### src/rtl/core/bitmap_to_rect_region_unit_defines.svh
// ----------------------------------------------------------------------------
// Assertion macros for the bitmap to rectangle region unit
// Clocked on clk_i, disabled while rst_ni is low.
// ----------------------------------------------------------------------------
`ifndef BITMAP_TO_RECT_REGION_UNIT_DEFINES_SVH
`define BITMAP_TO_RECT_REGION_UNIT_DEFINES_SVH

`ifndef SYNTHESIS
// Same-cycle implication.
`define B2R_ASSERT_NOW(lbl, ante, cons) \
  lbl: assert property (@(posedge clk_i) disable iff (!rst_ni) (ante) |-> (cons)) \
    else $error("assertion failed");
// Next-cycle implication.
`define B2R_ASSERT_NEXT(lbl, ante, cons) \
  lbl: assert property (@(posedge clk_i) disable iff (!rst_ni) (ante) |=> (cons)) \
    else $error("assertion failed");
`else
`define B2R_ASSERT_NOW(lbl, ante, cons)
`define B2R_ASSERT_NEXT(lbl, ante, cons)
`endif

`endif

### src/rtl/core/b2r_pkg.sv
// ----------------------------------------------------------------------------
// b2r_pkg
// Shared constants and types of the bitmap to rectangle region unit.
// ----------------------------------------------------------------------------
`default_nettype none

package b2r_pkg;

  localparam int MAX_WIDTH = 64;
  localparam int WORD_BITS = 32;
  localparam int MAX_RUNS  = MAX_WIDTH / 2;
  localparam int WORDS     = (MAX_WIDTH + WORD_BITS - 1) / WORD_BITS;

  localparam int XW    = $clog2(MAX_WIDTH + 1);
  localparam int RUNW  = $clog2(MAX_RUNS + 1);
  localparam int IDXW  = $clog2(MAX_RUNS);
  localparam int LANEW = $clog2(WORD_BITS);
  localparam int NBW   = $clog2(WORD_BITS + 1);
  localparam int COLW  = (WORDS > 1) ? $clog2(WORDS) : 1;
  localparam int YW    = 15;
  localparam int CFGW  = 1;

  typedef enum logic [CFGW-1:0] {
    REG_LINE_WIDTH = 1'b0,
    REG_LINE_COUNT = 1'b1
  } cfg_reg_e;

  typedef enum logic [5:0] {
    ST_IDLE  = 6'b000001,
    ST_SCAN  = 6'b000010,
    ST_CMP   = 6'b000100,
    ST_EMIT  = 6'b001000,
    ST_DONE  = 6'b010000,
    ST_FLUSH = 6'b100000
  } state_e;

  typedef struct packed {
    logic             found;
    logic [LANEW-1:0] idx;
  } pick_t;

endpackage

`default_nettype wire

### src/rtl/core/b2r_lane.sv
// ----------------------------------------------------------------------------
// b2r_lane
// One pixel lane: flags a run edge where the pixel differs from its left
// neighbor inside the used part of the line.
// ----------------------------------------------------------------------------
`default_nettype none

module b2r_lane
  import b2r_pkg::*;
(
  input  wire logic pix_i,
  input  wire logic prev_i,
  input  wire logic en_i,
  output logic      edge_o
);

  assign edge_o = en_i & (pix_i ^ prev_i);

endmodule

`default_nettype wire

### src/rtl/core/b2r_pick.sv
// ----------------------------------------------------------------------------
// b2r_pick
// Merge stage: picks the leftmost pending edge from all lanes.
// ----------------------------------------------------------------------------
`default_nettype none

module b2r_pick
  import b2r_pkg::*;
(
  input  wire logic [WORD_BITS-1:0] edges_i,
  output pick_t                     pick_o
);

  always_comb begin
    pick_o = '0;
    for (int b = WORD_BITS - 1; b >= 0; b--) begin
      if (edges_i[b]) begin
        pick_o.found = 1'b1;
        pick_o.idx   = LANEW'(b);
      end
    end
  end

endmodule

`default_nettype wire

### src/rtl/core/bitmap_to_rect_region_unit.sv
// ----------------------------------------------------------------------------
// bitmap_to_rect_region_unit
// Turns a 1-bit clip mask into rectangles with band coalescing.
// ----------------------------------------------------------------------------
// Mask words arrive line by line, bit 31 the leftmost pixel. A row of pixel
// lanes marks every run edge of a word at once; a merge stage then takes one
// edge per cycle, and in_stall_o holds off the next word until the word is done. At the
// last word of a line the line's runs are compared with the held band, one
// stored run per cycle. On a mismatch the old band goes out, one rectangle
// per cycle while the output is not stalled, and the line's runs are copied
// in during the same walk. After the last line the band is flushed, one
// rectangle per cycle while the output is not stalled. Rectangles come out
// sorted by top line, then left edge; last_rect_o marks the final rectangle
// caused by a given word. The output register holds a finished beat while
// the block takes the next word. line_width and line_count may be written
// only while the block is idle; a zero count acts as one and widths are
// clamped to 1..64.
// ----------------------------------------------------------------------------
`default_nettype none
`include "bitmap_to_rect_region_unit_defines.svh"

module bitmap_to_rect_region_unit
  import b2r_pkg::*;
(
  input  wire logic                 clk_i,
  input  wire logic                 rst_ni,
  input  wire logic                 cfg_valid_i,
  output logic                      cfg_ready_o,
  input  wire logic [CFGW-1:0]      cfg_index_i,
  input  wire logic [YW-1:0]        cfg_data_i,
  input  wire logic                 in_valid_i,
  output logic                      in_stall_o,
  input  wire logic [WORD_BITS-1:0] mask_word_i,
  output logic                      out_valid_o,
  input  wire logic                 out_stall_i,
  output logic [XW-2:0]             left_x_o,
  output logic [YW-1:0]             top_y_o,
  output logic [XW-1:0]             right_x_o,
  output logic [YW-1:0]             bottom_y_o,
  output logic                      last_rect_o
);

  // Configuration
  logic [XW-1:0] line_width_q;
  logic [YW-1:0] line_count_q;

  assign cfg_ready_o = 1'b1;

  always_ff @(posedge clk_i or negedge rst_ni) begin
    if (!rst_ni) begin
      line_width_q <= XW'(MAX_WIDTH);
      line_count_q <= YW'(1);
    end else if (cfg_valid_i && cfg_ready_o) begin
      unique case (cfg_reg_e'(cfg_index_i))
        REG_LINE_WIDTH: line_width_q <= cfg_data_i[XW-1:0];
        REG_LINE_COUNT: line_count_q <= cfg_data_i;
        default: ;
      endcase
    end
  end

  // Clamped width and count
  logic [XW-1:0] width_eff;
  logic [YW-1:0] count_eff;
  always_comb begin
    width_eff = line_width_q;
    if (line_width_q == '0) width_eff = XW'(1);
    else if (line_width_q > XW'(MAX_WIDTH)) width_eff = XW'(MAX_WIDTH);
    count_eff = (line_count_q == '0) ? YW'(1) : line_count_q;
  end

  // State
  state_e               state_q, state_d;
  logic [COLW-1:0]      col_q, col_d;
  logic                 in_run_q, in_run_d;
  logic [XW-1:0]        run_start_q, run_start_d;
  logic [RUNW-1:0]      line_runs_q, line_runs_d;
  logic [RUNW-1:0]      band_runs_q, band_runs_d;
  logic [YW-1:0]        band_top_q, band_top_d;
  logic [YW-1:0]        band_bottom_q, band_bottom_d;
  logic [YW-1:0]        line_index_q, line_index_d;
  logic [RUNW-1:0]      k_q, k_d;
  logic [WORD_BITS-1:0] edges_q, edges_d;
  logic                 last_word_q, last_word_d;
  logic [XW-1:0]        base_q, base_d;

  logic [XW-1:0] line_left_q  [MAX_RUNS];
  logic [XW-1:0] line_right_q [MAX_RUNS];
  logic [XW-1:0] band_left_q  [MAX_RUNS];
  logic [XW-1:0] band_right_q [MAX_RUNS];

  // Word geometry of the incoming beat
  logic [XW:0]      words;
  logic             last_word;
  logic [NBW-1:0]   nbits;
  logic [XW:0]      width_tail;
  always_comb begin
    words      = ({1'b0, width_eff} + (XW+1)'(WORD_BITS - 1)) >> LANEW;
    last_word  = ((XW+1)'(col_q) + (XW+1)'(1)) >= words;
    width_tail = {1'b0, width_eff} - ((words - (XW+1)'(1)) << LANEW);
    nbits      = last_word ? NBW'(width_tail) : NBW'(WORD_BITS);
  end

  // Pixel lanes
  logic [WORD_BITS-1:0] lane_edge;
  for (genvar b = 0; b < WORD_BITS; b++) begin : g_lane
    logic prev;
    if (b == 0) begin : g_first
      assign prev = in_run_q;
    end else begin : g_rest
      assign prev = mask_word_i[WORD_BITS-b];
    end
    b2r_lane u_lane (
      .pix_i  (mask_word_i[WORD_BITS-1-b]),
      .prev_i (prev),
      .en_i   (NBW'(b) < nbits),
      .edge_o (lane_edge[b])
    );
  end

  pick_t pick;
  b2r_pick u_pick (
    .edges_i (edges_q),
    .pick_o  (pick)
  );

  // Output register
  logic          out_valid_q;
  logic          out_load;
  logic [XW-1:0] out_left, out_right;
  logic [YW-1:0] out_top, out_bottom;
  logic          out_last;
  logic          out_free;

  assign out_free = !out_valid_q || !out_stall_i;

  // Run store write ports
  logic          push_en;
  logic [XW-1:0] push_l, push_r;
  logic          band_we;

  logic [IDXW-1:0] k_idx;
  logic            is_last_line;
  logic [RUNW-1:0] emit_len;
  logic [XW-1:0]   pick_x;
  logic [YW-1:0]   next_line;

  always_comb begin
    k_idx        = k_q[IDXW-1:0];
    next_line    = line_index_q + YW'(1);
    is_last_line = ({1'b0, line_index_q} + (YW+1)'(1)) >= {1'b0, count_eff};
    emit_len     = (band_runs_q > line_runs_q) ? band_runs_q : line_runs_q;
    pick_x       = base_q + XW'(pick.idx);
  end

  always_comb begin
    state_d       = state_q;
    col_d         = col_q;
    in_run_d      = in_run_q;
    run_start_d   = run_start_q;
    line_runs_d   = line_runs_q;
    band_runs_d   = band_runs_q;
    band_top_d    = band_top_q;
    band_bottom_d = band_bottom_q;
    line_index_d  = line_index_q;
    k_d           = k_q;
    edges_d       = edges_q;
    last_word_d   = last_word_q;
    base_d        = base_q;
    push_en       = 1'b0;
    push_l        = run_start_q;
    push_r        = pick_x;
    band_we       = 1'b0;
    out_load      = 1'b0;
    out_last      = 1'b0;
    out_left      = band_left_q[k_idx];
    out_right     = band_right_q[k_idx];
    out_top       = band_top_q;
    out_bottom    = band_bottom_q;

    unique case (state_q)
      ST_IDLE: begin
        if (in_valid_i) begin
          edges_d     = lane_edge;
          last_word_d = last_word;
          base_d      = XW'(col_q) << LANEW;
          state_d     = ST_SCAN;
        end
      end
      ST_SCAN: begin
        if (pick.found) begin
          // take one edge per cycle, leftmost first
          edges_d[pick.idx] = 1'b0;
          if (in_run_q) begin
            push_en  = 1'b1;
            in_run_d = 1'b0;
          end else begin
            run_start_d = pick_x;
            in_run_d    = 1'b1;
          end
        end else if (!last_word_q) begin
          col_d   = col_q + COLW'(1);
          state_d = ST_IDLE;
        end else begin
          // close an open run at the line's right edge
          if (in_run_q) begin
            push_en = 1'b1;
            push_r  = width_eff;
          end
          in_run_d = 1'b0;
          col_d    = '0;
          k_d      = '0;
          state_d  = ST_CMP;
        end
      end
      ST_CMP: begin
        if (line_runs_q != band_runs_q ||
            (k_q < line_runs_q && (line_left_q[k_idx] != band_left_q[k_idx] ||
                                   line_right_q[k_idx] != band_right_q[k_idx]))) begin
          k_d     = '0;
          state_d = ST_EMIT;
        end else if (k_q == line_runs_q) begin
          band_bottom_d = next_line;
          line_runs_d   = '0;
          state_d       = ST_DONE;
        end else begin
          k_d = k_q + RUNW'(1);
        end
      end
      ST_EMIT: begin
        // emit the old band and copy the line in behind the read pointer
        if (k_q == emit_len) begin
          band_runs_d   = line_runs_q;
          band_top_d    = line_index_q;
          band_bottom_d = next_line;
          line_runs_d   = '0;
          state_d       = ST_DONE;
        end else if (k_q < band_runs_q) begin
          if (out_free) begin
            out_load = 1'b1;
            out_last = (k_q == band_runs_q - RUNW'(1)) &&
                       !(is_last_line && line_runs_q != '0);
            band_we  = 1'b1;
            k_d      = k_q + RUNW'(1);
          end
        end else begin
          band_we = 1'b1;
          k_d     = k_q + RUNW'(1);
        end
      end
      ST_DONE: begin
        if (is_last_line) begin
          k_d     = '0;
          state_d = ST_FLUSH;
        end else begin
          line_index_d = next_line;
          state_d      = ST_IDLE;
        end
      end
      ST_FLUSH: begin
        if (k_q < band_runs_q) begin
          if (out_free) begin
            out_load = 1'b1;
            out_last = (k_q == band_runs_q - RUNW'(1));
            k_d      = k_q + RUNW'(1);
          end
        end else begin
          band_runs_d   = '0;
          band_top_d    = '0;
          band_bottom_d = '0;
          line_index_d  = '0;
          state_d       = ST_IDLE;
        end
      end
      default: state_d = ST_IDLE;
    endcase

    // drop pushes beyond the store depth
    if (push_en && line_runs_q < RUNW'(MAX_RUNS)) begin
      line_runs_d = line_runs_q + RUNW'(1);
    end
  end

  assign in_stall_o = (state_q != ST_IDLE);

  always_ff @(posedge clk_i or negedge rst_ni) begin
    if (!rst_ni) begin
      state_q       <= ST_IDLE;
      col_q         <= '0;
      in_run_q      <= 1'b0;
      run_start_q   <= '0;
      line_runs_q   <= '0;
      band_runs_q   <= '0;
      band_top_q    <= '0;
      band_bottom_q <= '0;
      line_index_q  <= '0;
      k_q           <= '0;
      edges_q       <= '0;
      last_word_q   <= 1'b0;
      base_q        <= '0;
      out_valid_q   <= 1'b0;
    end else begin
      state_q       <= state_d;
      col_q         <= col_d;
      in_run_q      <= in_run_d;
      run_start_q   <= run_start_d;
      line_runs_q   <= line_runs_d;
      band_runs_q   <= band_runs_d;
      band_top_q    <= band_top_d;
      band_bottom_q <= band_bottom_d;
      line_index_q  <= line_index_d;
      k_q           <= k_d;
      edges_q       <= edges_d;
      last_word_q   <= last_word_d;
      base_q        <= base_d;
      if (out_load) begin
        out_valid_q <= 1'b1;
      end else if (!out_stall_i) begin
        out_valid_q <= 1'b0;
      end
    end
  end

  // Run stores and output payload
  always_ff @(posedge clk_i) begin
    if (push_en && line_runs_q < RUNW'(MAX_RUNS)) begin
      line_left_q[line_runs_q[IDXW-1:0]]  <= push_l;
      line_right_q[line_runs_q[IDXW-1:0]] <= push_r;
    end
    if (band_we) begin
      band_left_q[k_idx]  <= line_left_q[k_idx];
      band_right_q[k_idx] <= line_right_q[k_idx];
    end
    if (out_load) begin
      left_x_o    <= out_left[XW-2:0];
      right_x_o   <= out_right;
      top_y_o     <= out_top;
      bottom_y_o  <= out_bottom;
      last_rect_o <= out_last;
    end
  end

  assign out_valid_o = out_valid_q;

  // Checks
  `B2R_ASSERT_NOW(a_state_onehot, 1'b1, $onehot(state_q))
  `B2R_ASSERT_NOW(a_runs_bound, 1'b1, line_runs_q <= RUNW'(MAX_RUNS))
  `B2R_ASSERT_NOW(a_no_open_run_at_line_start, state_q == ST_IDLE && col_q == '0, !in_run_q)
  `B2R_ASSERT_NEXT(a_flush_clears, state_q == ST_FLUSH && k_q >= band_runs_q, line_index_q == '0)

endmodule

`default_nettype wire

### config.mk
export PLATFORM = sky130hd
export DESIGN_NAME = bitmap_to_rect_region_unit
export DESIGN_NICKNAME = d
export VERILOG_FILES = /design/src/rtl/core/b2r_pkg.sv /design/src/rtl/core/b2r_lane.sv /design/src/rtl/core/b2r_pick.sv /design/src/rtl/core/bitmap_to_rect_region_unit.sv
export VERILOG_INCLUDE_DIRS = /design/src /design/src/rtl/core
export SDC_FILE = /design/constraint.sdc
export NUM_CORES = 1
export LEC_CHECK = 0
export BUFFER_PORTS_ARGS = -buffer_cell sky130_fd_sc_hd__buf_2
export CORE_UTILIZATION = 65
export CTS_BUF_LIST = sky130_fd_sc_hd__clkbuf_4 sky130_fd_sc_hd__clkbuf_8
export CTS_CLUSTER_DIAMETER = 120
export DETAILED_ROUTE_END_ITERATION = 8
export PLACE_DENSITY = 0.91
export SLEW_MARGIN = 20
export SYNTH_ARGS = -nofsm -noshare
export SYNTH_HDL_FRONTEND = slang
export SYNTH_SLANG_ARGS = --single-unit
### constraint.sdc
create_clock -name clk_i -period 5.75 [get_ports clk_i]
set_input_delay 0.575 -clock clk_i [delete_from_list [all_inputs] [get_ports clk_i]]
set_output_delay 0.575 -clock clk_i [all_outputs]
set_load 0.03 [all_outputs]
==> impl_metrics.json <==
{
  "setup_viol": 0,
  "worstPathRequired_ns": 6.42,
  "ys.flop_type": "edfxtp_1",
  "synth_seq_cells": 1010,
  "report.final.hold_viol_count": 0,
  "switching_power_uw": 5570,
  "diodes": 0,
  "rows": 92,
  "timing.hold.ws_ns": 0.0390,
  "endpoint_kind": "flip-flop",
  "r2r_slack_ns": 0.13,
  "worst_r2r_endpoint": "band_bottom_q[7]",
  "worstMarginPinSlew_ns": 1.25,
  "r2r-start": "k_q[1]",
  "postSynthCellCount": 2703,
  "io_pins": 100,
  "postRouteAntennaNets": 0,
  "root_buffer": "clkbuf_8",
  "htreeDepth": 4,
  "achievable-frequency_mhz": 178,
  "cts_hold_buffers": 13,
  "fin_tns_setup_ns": 0,
  "yosysTopAreaCell": "edfxtp_1",
  "final_nets": 3071,
  "numCtsBuffers": 145,
  "synth_nets": 2801,
  "core_um2": 63400,
  "synthArstFlopShare": 0.133,
  "finalCritPeriodShare": 0.977,
  "switching_share": 0.304,
  "cp-start-kind": "flip-flop",
  "clkPwrFrac": 0.303,
  "run_status": "complete, no violations",
  "fillCellCount": 3281,
  "gp_congestion": 0.916,
  "period_minus_slack_ns": 5.62,
  "drtIter0Drc": 4448,
  "drc": 0,
  "cts_resized": 0,
  "fin_skew_ns": 0.0461,
  "cts_max_path_buffers": 3,
  "synth_top_area_frac": 0.627,
  "die_h_um": 256,
  "dr.pass1.iters": 6,
  "cp_max_fo": 46,
  "grt_pass1_wl_um": 177000,
  "ys_seq_area_frac": 0.707,
  "ir_drop_mv": 0.299,
  "dieArea_um2": 65600,
  "cts_tree": "built",
  "dp_hpwl_um": 72400,
  "p_int_uw": 12700,
  "seqPwrFrac": 0.516,
  "min_from": "cfg_data_i[13]",
  "antenna_found_initial": 1,
  "whs_path_depth": 2,
  "final_util": 0.741,
  "worst-setup-path-type": "flip-flop to flip-flop",
  "final_layout_size_suffix_gt1_frac": 0.190,
  "avgSynthCellArea_um2": 15.5,
  "min_to": "line_count_q[13]",
  "yosysWarnings": 0,
  "ys_types": 79,
  "die_x_um": 256,
  "cts.sinks": 1010,
  "relSlewSlack": 0.169,
  "area_growth_pct": 11.9,
  "vias_per_cell": 7.09,
  "p_per_area_nw_per_um2": 390,
  "setup_ws_ns": 0.132,
  "wl_um": 122000,
  "synth_area_leaders": "edfxtp_1 63%, mux2i_1 9.8%, dfrtp_1 7.8%",
  "r2r_cells": 12,
  "grt_start_max_net_pins": 75,
  "synth-edff-count": 876,
  "syn_area_um2": 42000,
  "p_leak_uw": 0.0160,
  "worstHoldPathType": "input port to flip-flop",
  "grt_pass1_vias": 28100,
  "clk_pin_slew_ns": 0.06,
  "combPwrFrac": 0.181,
  "dpl-instance-area_um2": 44100,
  "grt-ovfl-total": 0,
  "via_count": 27900,
  "start_util": 0.662,
  "wire_per_inst_um": 31.0,
  "critPathArrivalTime_ns": 6.29,
  "clkLatencyLatePin_ns": 0.83,
  "final_design_area_no_fill_um2": 47000,
  "track_usage": 0.370,
  "finalMaxSlewViolations": 0,
  "cap_violations": 0,
  "rsz0062_at_grt": "false",
  "post-place-ws_ns": 0.692,
  "io_buffers": 98,
  "cts_setup_buffers": 0
}
-- cell usage after synthesis, drive strengths merged (45+ instances only) --
cell / instances
a21oi: 60
nor2: 101
nor4: 71
dfrtp: 131
edfxtp: 876
inv: 48
mux2: 49
o22ai: 204
nand2: 140
mux2i: 409
buf: 96
nand3: 53
ha: 45
-- flip-flops by register name, summed over array words and instances (netlist names), 7 cells and up --
register,flops
band_bottom_q,15
band_left_q,192
band_right_q,224
band_top_q,15
bottom_y_o,15
edges_q,32
line_count_q,15
line_index_q,15
line_left_q,192
line_right_q,224
line_width_q,7
right_x_o,7
top_y_o,15
-- cells by family after synthesis --
group | Yosys count | synth area share
flops | 1010 | 0.707
xor+xnor | 70 | 0.0146
fa+ha+maj | 45 | 0.0134
compound gates | 430 | 0.0661
simple gates | 497 | 0.0625
buf+inv | 185 | 0.0215
mux | 465 | 0.115
other cells | 1 | 0.0000893
-- layout by cell type, fill, tap and decap left out, drive strengths merged, types with 14 or more instances in the layout --
cell    instances
a21oi          60
a31oi          18
and2           18
and3           15
buf           245
clkbuf        212
clkinv         37
dfrtp         131
edfxtp        876
ha             45
inv            55
mux2           49
mux2i         409
nand2         140
nand3          53
nor2          101
nor3           14
nor4           71
o211ai         15
o21ai          39
o22ai         204
o31ai          16
xnor2          31
xor2           39
-- per-stage QoR --
step / power, µW / cells
floorplan: 11300 / 2703
global placement: 12400 / 3659
detailed placement: 12600 / 3659
CTS: 18100 / 3929
global route: 18700 / 3929
finish: 18300 / 3929
-- how the worst max path moves through the flow --
| stage | start | end | slack [ns] | cells after the start |
|---|---|---|---|---|
| floorplan | line_runs_q[3] | bottom_y_o[0] | 0.78 | 10 |
| global placement | k_q[1] | band_bottom_q[8] | 0.77 | 12 |
| detailed placement | k_q[1] | band_bottom_q[13] | 0.69 | 11 |
| CTS | k_q[1] | band_bottom_q[7] | 0.56 | 12 |
| global route | k_q[1] | band_bottom_q[11] | 0.15 | 12 |
| finish | k_q[1] | band_bottom_q[7] | 0.13 | 12 |
-- critical path, cell delays in order (launching register included) --
cell and delay, ns:
dfrtp_4 1.04, buf_12 0.39, buf_12 0.28, mux2i_1 0.29
o22ai_1 0.15, nor4_1 0.90, nand2_1 0.34, xor2_1 0.27
nor4_4 0.36, nand4_2 0.32, a211oi_4 0.43, o21bai_4 0.26
mux2_4 0.37
-- per-layer routing --
metal | share of wire | track usage | vias to the layer above
met5 | 0.00013 | 0 | -
met1 | 0.32 | 0.448 | 13300
met2 | 0.46 | 0.572 | 2728
li1 | - | - | 11100
met3 | 0.15 | 0.131 | 736
met4 | 0.074 | 0.229 | 2
-- power groups by stage --
stage               logic (µW)  clock network, µW  registers [µW]
detailed placement        3060                  0            9580
global route              3410               5810            9470
floorplan                 1890                  0            9430
finish                    3320               5550            9450
CTS                       3130               5520            9430
global placement          2900                  0            9540
-- cell type report --
cell class	instances	area (µm²)	area share
clock buffer	212	2530	0.0538
inverter	50	188	0.00399
timing repair buffer	258	1810	0.0384
clock inverter	45	226	0.00482
tap	846	1060	0.0225
multi-input combinational	1508	11500	0.245
sequential	1010	29700	0.632
(Power assumes the default switching activity.)
